<file path="config.mk">
export PLATFORM = sky130hd
export DESIGN_NAME = quadrature_step_detector
export DESIGN_NICKNAME = d
export VERILOG_FILES = /design/src/sv/qsd_pkg.sv /design/src/sv/qsd_cfg_regs.sv /design/src/sv/qsd_core.sv /design/src/sv/quadrature_step_detector.sv
export SDC_FILE = /design/constraint.sdc
export NUM_CORES = 1
export LEC_CHECK = 0
export BUFFER_PORTS_ARGS = -buffer_cell sky130_fd_sc_hd__buf_2
export CORE_ASPECT_RATIO = 1.75
export CORE_UTILIZATION = 50
export CTS_CLUSTER_DIAMETER = 50
export CTS_CLUSTER_SIZE = 40
export DETAILED_ROUTE_END_ITERATION = 8
export HOLD_SLACK_MARGIN = 0.1
export PLACE_DENSITY = 0.72
export SLEW_MARGIN = 10
export SYNTH_ARGS = -nofsm -noshare
export SYNTH_HDL_FRONTEND = slang
export SYNTH_SLANG_ARGS = --single-unit
</file>
<file path="constraint.sdc">
create_clock -name clk -period 4.36 [get_ports clk]
set_clock_uncertainty 0.05 [all_clocks]
set_input_delay 0.872 -clock clk [delete_from_list [all_inputs] [get_ports clk]]
set_output_delay 0.872 -clock clk [all_outputs]
set_load 0.01 [all_outputs]
</file>
<file path="src/sv/qsd_pkg.sv">
// types, codes and tables of the quadrature step detector
package qsd_pkg;

	localparam int TICK_WIDTH = 32;
	localparam int CMP_W = (TICK_WIDTH > 16) ? TICK_WIDTH : 16;
	localparam int CFG_DATA_W = 16;

	typedef logic [TICK_WIDTH-1:0] tick_t;
	localparam tick_t TICK_HALF = tick_t'(1) << (TICK_WIDTH - 1);

	localparam logic [7:0] STABLE_MAX = 8'hFF;
	localparam logic [15:0] COOLDOWN_RST = 16'd30;
	localparam logic [7:0] STABLE_RST = 8'd1;

	typedef enum logic [1:0] {
		REQ_TICK = 2'd0,
		REQ_TAKE = 2'd1,
		REQ_INIT = 2'd2
	} req_t;

	typedef enum logic [1:0] {
		STEP_NONE = 2'd0,
		STEP_CW   = 2'd1,
		STEP_CCW  = 2'd2
	} step_t;

	typedef enum logic [1:0] {
		CFG_COOLDOWN = 2'd0,
		CFG_STABLE   = 2'd1,
		CFG_SWAP     = 2'd2
	} cfg_idx_t;

	typedef struct packed {
		logic [1:0] req_type;
		logic       pin_a;
		logic       pin_b;
	} qsd_in_t;

	typedef struct packed {
		logic [1:0] step_code;
		logic [1:0] phase_now;
	} qsd_out_t;

	typedef struct packed {
		logic [15:0] cooldown_ticks;
		logic [7:0]  stable_reads;
		logic        swap_pins;
	} qsd_cfg_t;

	// gray-code successor of each phase
	localparam logic [1:0] CW_SUCC [4] = '{2'd2, 2'd0, 2'd3, 2'd1};
	localparam logic [1:0] CCW_SUCC [4] = '{2'd1, 2'd3, 2'd0, 2'd2};

endpackage

</file>
<file path="src/sv/qsd_cfg_regs.sv">
// configuration registers of the quadrature step detector
module qsd_cfg_regs
	import qsd_pkg::*;
(
	input  logic                  clk,
	input  logic                  arst_n,
	input  logic                  wr_en,
	input  logic [1:0]            wr_index,
	input  logic [CFG_DATA_W-1:0] wr_data,
	output qsd_cfg_t              cfg
);

	qsd_cfg_t cfg_q;

	always_ff @(posedge clk or negedge arst_n) begin
		if (!arst_n) begin
			cfg_q.cooldown_ticks <= COOLDOWN_RST;
			cfg_q.stable_reads   <= STABLE_RST;
			cfg_q.swap_pins      <= 1'b0;
		end else if (wr_en) begin
			case (wr_index)
				CFG_COOLDOWN: cfg_q.cooldown_ticks <= wr_data[15:0];
				CFG_STABLE:   cfg_q.stable_reads   <= wr_data[7:0];
				CFG_SWAP:     cfg_q.swap_pins      <= wr_data[0];
				default: ;
			endcase
		end
	end

	assign cfg = cfg_q;

endmodule

</file>
<file path="src/sv/qsd_core.sv">
// phase qualifier, step classifier and pending-step state
module qsd_core
	import qsd_pkg::*;
(
	input  logic     clk,
	input  logic     arst_n,
	input  logic     en,
	input  qsd_cfg_t cfg,
	input  qsd_in_t  req,
	output qsd_out_t res
);

	// ticks since the last latched step or resync, modulo the tick range
	tick_t      gap_q, gap_n;
	logic [1:0] phase_q, phase_n;
	logic [1:0] last_raw_q, last_raw_n;
	logic [7:0] stable_q, stable_n;
	step_t      pending_q, pending_n;

	logic [1:0] raw;
	logic [1:0] next_phase;
	tick_t      since_raw;
	tick_t      since;
	step_t      code;

	always_comb begin
		raw        = cfg.swap_pins ? {req.pin_b, req.pin_a} : {req.pin_a, req.pin_b};
		gap_n      = gap_q;
		phase_n    = phase_q;
		last_raw_n = last_raw_q;
		stable_n   = stable_q;
		pending_n  = pending_q;
		code       = STEP_NONE;
		since_raw  = gap_q + tick_t'(1);
		since      = (since_raw > TICK_HALF) ? '0 : since_raw;
		next_phase = phase_q;
		case (req.req_type)
			REQ_TICK: begin
				if (raw == last_raw_q) begin
					stable_n = (stable_q == STABLE_MAX) ? stable_q : stable_q + 8'd1;
				end else begin
					last_raw_n = raw;
					stable_n   = '0;
				end
				next_phase = (stable_n >= cfg.stable_reads) ? raw : phase_q;
				gap_n = since_raw;
				if (next_phase != phase_q) begin
					if (CMP_W'(since) >= CMP_W'(cfg.cooldown_ticks) &&
					    pending_q == STEP_NONE) begin
						if (CW_SUCC[phase_q] == next_phase) begin
							pending_n = STEP_CW;
							gap_n     = '0;
						end else if (CCW_SUCC[phase_q] == next_phase) begin
							pending_n = STEP_CCW;
							gap_n     = '0;
						end
					end
					phase_n = next_phase;
				end
			end
			REQ_TAKE: begin
				code      = pending_q;
				pending_n = STEP_NONE;
			end
			REQ_INIT: begin
				gap_n      = '0;
				pending_n  = STEP_NONE;
				last_raw_n = raw;
				stable_n   = cfg.stable_reads;
				phase_n    = raw;
			end
			default: ;
		endcase
		res.step_code = code;
		res.phase_now = phase_n;
	end

	always_ff @(posedge clk or negedge arst_n) begin
		if (!arst_n) begin
			gap_q      <= '0;
			phase_q    <= '0;
			last_raw_q <= '0;
			stable_q   <= '0;
			pending_q  <= STEP_NONE;
		end else if (en) begin
			gap_q      <= gap_n;
			phase_q    <= phase_n;
			last_raw_q <= last_raw_n;
			stable_q   <= stable_n;
			pending_q  <= pending_n;
		end
	end

endmodule

</file>
<file path="src/sv/quadrature_step_detector.sv">
// quadrature encoder step detector: top level
//
// in channel (in_valid/in_ready/in_data): one beat per request, a tick
// carrying the pin levels, a take of the pending step, or a resync from
// the pins. every request gives exactly one result beat on the out channel
// (out_valid/out_ready/out_data) with the step code and the accepted phase.
// cfg channel (cfg_valid/cfg_ready/cfg_index/cfg_data) writes cooldown,
// stable read count and pin swap; it is always ready. the user must write
// it only while no request is in flight; the block does not enforce this.
// order: a request beat is held in the input register, and its result
// beat in the result register, which drives out_data until it is taken.
// throughput: one request per cycle while results are taken; the state
// update is a single pass of logic between the input register and the
// result register. when the receiver stalls, the result register holds
// and the input register fills; in_ready drops only when both are occupied.
// reset clears the step state, the pipeline and loads the register defaults
// (cooldown 30, stable reads 1, no swap).
module quadrature_step_detector
	import qsd_pkg::*;
(
	input  logic                  clk,
	input  logic                  arst_n,
	input  logic                  in_valid,
	output logic                  in_ready,
	input  qsd_in_t               in_data,
	output logic                  out_valid,
	input  logic                  out_ready,
	output qsd_out_t              out_data,
	input  logic                  cfg_valid,
	output logic                  cfg_ready,
	input  logic [1:0]            cfg_index,
	input  logic [CFG_DATA_W-1:0] cfg_data
);

	qsd_cfg_t cfg;
	logic     in_valid_s1;
	qsd_in_t  in_data_s1;
	logic     out_valid_q;
	qsd_out_t out_data_q;
	qsd_out_t res;
	logic     advance;

	assign cfg_ready = 1'b1;
	assign advance   = in_valid_s1 && (!out_valid_q || out_ready);
	assign in_ready  = !in_valid_s1 || advance;

	qsd_cfg_regs u_cfg (
		.clk      (clk),
		.arst_n   (arst_n),
		.wr_en    (cfg_valid && cfg_ready),
		.wr_index (cfg_index),
		.wr_data  (cfg_data),
		.cfg      (cfg)
	);

	qsd_core u_core (
		.clk    (clk),
		.arst_n (arst_n),
		.en     (advance),
		.cfg    (cfg),
		.req    (in_data_s1),
		.res    (res)
	);

	always_ff @(posedge clk or negedge arst_n) begin
		if (!arst_n) begin
			in_valid_s1 <= 1'b0;
			out_valid_q <= 1'b0;
		end else begin
			if (in_ready) begin
				in_valid_s1 <= in_valid;
			end
			if (advance) begin
				out_valid_q <= 1'b1;
			end else if (out_ready) begin
				out_valid_q <= 1'b0;
			end
		end
	end

	always_ff @(posedge clk) begin
		if (in_valid && in_ready) begin
			in_data_s1 <= in_data;
		end
		if (advance) begin
			out_data_q <= res;
		end
	end

	assign out_valid = out_valid_q;
	assign out_data  = out_data_q;

endmodule

</file>
==> results.json <==
{
  "hold_end": "u_core.last_raw_q[0]$_DFFE_PN0P_",
  "grt_pass1_vias": 6063,
  "nFillCells": 830,
  "tns_ns": -7.25,
  "timing.final.max_slew_violations": 0,
  "pwr-share-comb_pct": 39.0,
  "min_path_type": "reg -> reg",
  "synth_seq_area_share_pct": 34.3,
  "peakVddDrop_mv": 0.197,
  "required_ns": 4.57,
  "clkSlewWorstSetupHoldPaths_ns": 0.07,
  "max_cap_viol_count": 0,
  "r2r_end": "u_core.gap_q[21]$_DFFE_PN0P_",
  "period_minus_slack_ns": 4.67,
  "cts.sinks": 81,
  "hpwlAfterDp_um": 13600,
  "crit_type": "reg -> reg",
  "pin_count": 34,
  "p_clk_share_pct": 27.7,
  "synth-seq-cells": 81,
  "synthTopCellsByCount": "nand2_1, dfrtp_1, o21ai_0, nor2_1, inv_1",
  "critPathLaunchType": "flop",
  "hold_path_depth": 2,
  "swShare_pct": 36.2,
  "drc": 0,
  "synth_top_cell_area_share_pct": 28.1,
  "tightest_slew_ns": 0.956,
  "cts.htree.levels": 3,
  "yosysWarnings": 0,
  "antenna_found_initial": 0,
  "worstPathMaxFanout": 8,
  "dieArea_um2": 12600,
  "drtPass1Iterations": 5,
  "final_layout_size_suffix_gt1_share_pct": 39.2,
  "rr_worst_depth": 21,
  "hold_viol": 0,
  "gp_congestion": 0.952,
  "cts_root_buf": "clkbuf_16",
  "p_sw_w": 0.00115,
  "synth_nets": 728,
  "grt_start_max_net_pins": 74,
  "slew_headroom_pct": 36.3,
  "routed_wl_um": 19800,
  "syn_to_final_growth_pct": 34.2,
  "dpl_cell_area_um2": 7050,
  "die_h_um": 148,
  "synth-async-reset-ratio_pct": 90.1,
  "synth-edff-count": 8,
  "grtUsageTotal_pct": 31.4,
  "fmax_ghz": 0.214,
  "portBuffers": 32,
  "pwr-share-seq_pct": 33.2,
  "synthTopCellsByArea": "dfrtp_1, ha_1, nand2_1",
  "clock_latency_ns": 0.34,
  "postRouteAntennaNets": 0,
  "r2r-start": "u_core.gap_q[0]$_DFFE_PN0P_",
  "clk_path_buf_depth": 2,
  "cts_buffers": 9,
  "drt-initial-drc-count": 435,
  "synth_most_common_cell": "nand2_1",
  "min_from": "u_core.last_raw_q[0]$_DFFE_PN0P_",
  "synth.avg_cell_area_um2": 9.02,
  "pre_cts_ws_ns": -0.456,
  "dr_total_vias": 5989,
  "cp-end-kind": "flop",
  "power.leakage_nw": 3.45,
  "ff2ff_setup_slack_ns": -0.31,
  "rows": 52,
  "fin_crit_sh_pct": 107,
  "grt_first_pass_wirelength_um": 30400,
  "internal_power_w": 0.00203,
  "synth_cell_types": 80,
  "rsz0062_at_grt": "yes",
  "netlist_instances": 671,
  "syn_area_um2": 6050,
  "finalInstanceArea_um2": 8120,
  "grt_overflow": 0,
  "worst_slack_ns": -0.312,
  "outcome": "finished with violations",
  "viasPerCell": 6.32,
  "violations": "setup timing",
  "n_antenna_cell": 0,
  "cts_tree": "done",
  "utilization_pct": 69.7,
  "worstPathArrival_ns": 4.88,
  "final_nets": 865,
  "die_w_um": 85.2,
  "synth_ff_type": "dfrtp_1",
  "wire_per_inst_um": 20.8,
  "powerDensity_nw_per_um2": 391,
  "yosys.area.top_type": "dfrtp_1",
  "coreArea_um2": 11600,
  "initial_core_util_pct": 52.0,
  "setup_violations": 34
}
[state kept, by name, summed over array words and instances (netlist names)]
register	cells
u_core.pending_q	2
u_core.stable_q	8
out_valid	1
u_core.last_raw_q	2
out_data	4
u_core.phase_q	2
u_cfg.cfg	25
in_data_s1	4
in_valid_s1	1
u_core.gap_q	32
[cell usage in the layout, fill, tap and decap left out, types with 5 or more instances in the layout]
| cell | count |
|---|---|
| a21oi_1 | 24 |
| clkbuf_16 | 10 |
| buf_4 | 124 |
| xor2_1 | 9 |
| a21oi_2 | 5 |
| nand2b_1 | 13 |
| o21ai_0 | 56 |
| buf_2 | 31 |
| inv_1 | 34 |
| dfstp_2 | 5 |
| nand2_2 | 5 |
| nor3_1 | 13 |
| nand2_1 | 82 |
| dfrtp_1 | 61 |
| xnor2_1 | 10 |
| nor4_4 | 8 |
| o211ai_2 | 5 |
| ha_4 | 5 |
| buf_6 | 11 |
| or2_2 | 5 |
| nand4_1 | 7 |
| edfxtp_1 | 8 |
| nor2_1 | 34 |
| or2_1 | 5 |
| ha_1 | 24 |
| and3_1 | 7 |
| dfrtp_2 | 7 |
| mux2_2 | 10 |
| nand3_1 | 23 |
| o221ai_2 | 8 |
| nand3b_1 | 5 |
| and2_1 | 7 |
| mux2i_1 | 8 |
| or3_1 | 6 |
[repair_timing]
| action | in CTS | in global routing |
|---|---|---|
| endpoints found under the setup margin | 34 | 34 |
| setup buffers | 12 | 13 |
| hold buffers | 0 | 0 |
| resized for setup | 59 | 49 |
| pin swaps | 25 | 33 |
| gates cloned | 1 | 0 |
[critical path: stages, from the launching register on]
cell,delay [ns]
dfrtp_2,0.42
buf_4,0.18
and4_2,0.28
buf_4,0.15
a211oi_1,0.31
a211oi_1,0.14
nor4_4,0.36
nand3_1,0.13
and2_4,0.17
or2_4,0.23
ha_4,0.21
nand2b_4,0.14
a21oi_4,0.13
nor2b_2,0.06
o31ai_2,0.26
o211ai_1,0.20
a31oi_2,0.18
buf_4,0.17
nand4bb_4,0.21
buf_6,0.21
and2_4,0.16
o211ai_1,0.20
[logic make-up after synthesis]
family | synth area share (%)
buf+inv | 6.20
fa+ha+maj | 6.20
compound gates | 21.1
xor+xnor | 3.21
mux | 3.37
flops | 34.3
other cells | 0.0620
simple gates | 25.6
[power groups by stage]
stage	clock network [W]	logic (W)	registers (W)
after global placement	0	0.000957	0.00103
final	0.000881	0.00124	0.00105
after floorplan	0	0.000681	0.00101
after global routing	0.000912	0.00134	0.00107
after CTS	0.000882	0.00111	0.00105
after detailed placement	0	0.000998	0.00104
[stage by stage]
stage	hold WS, ns	std cells	total power, W
finish	0.457	948	0.00317
global route	0.491	948	0.00332
CTS	0.460	935	0.00304
detailed placement	0.442	906	0.00204
global placement	0.420	906	0.00199
floorplan	0.407	671	0.00169
[metal layers]
| metal | routed length (um) | part of all wire, % | vias to the layer above | track usage, % |
|---|---|---|---|---|
| li1 | - | - | 2706 | - |
| met1 | 6650 | 34 | 2911 | 31.5 |
| met2 | 10600 | 54 | 274 | 59.8 |
| met3 | 1090 | 5.5 | 98 | 3.46 |
| met4 | 1380 | 7.0 | 0 | 20.3 |
| met5 | 0 | 0 | - | 0 |
[area by class of cell]
class                           count  area (um2)  area share, %
Clock buffer                       11         254           3.13
Clock inverter                      5        85.1           1.05
Inverter                           34         128           1.57
Multi-Input combinational cell    512        4120           50.7
Sequential cell                    81        2080           25.6
Tap cell                          135         169           2.08
Timing Repair Buffer              170        1280           15.8
[worst max path at each step]
stage / start / to / slack [ns] / cells after the start
after detailed placement: u_core.gap_q[1]$_DFFE_PN0P_ / u_core.gap_q[30]$_DFFE_PN0P_ / -0.46 / 22
after floorplan: u_core.gap_q[1]$_DFFE_PN0P_ / u_core.gap_q[15]$_DFFE_PN0P_ / -0.16 / 22
final: u_core.gap_q[0]$_DFFE_PN0P_ / u_core.gap_q[21]$_DFFE_PN0P_ / -0.31 / 21
after global routing: u_core.gap_q[10]$_DFFE_PN0P_ / u_core.gap_q[21]$_DFFE_PN0P_ / -0.48 / 22
after CTS: u_core.gap_q[1]$_DFFE_PN0P_ / u_core.gap_q[27]$_DFFE_PN0P_ / -0.07 / 21
after global placement: u_core.gap_q[0]$_DFFE_PN0P_ / u_core.gap_q[30]$_DFFE_PN0P_ / -0.35 / 22
No activity file was read; power rests on OpenSTA's default activity.
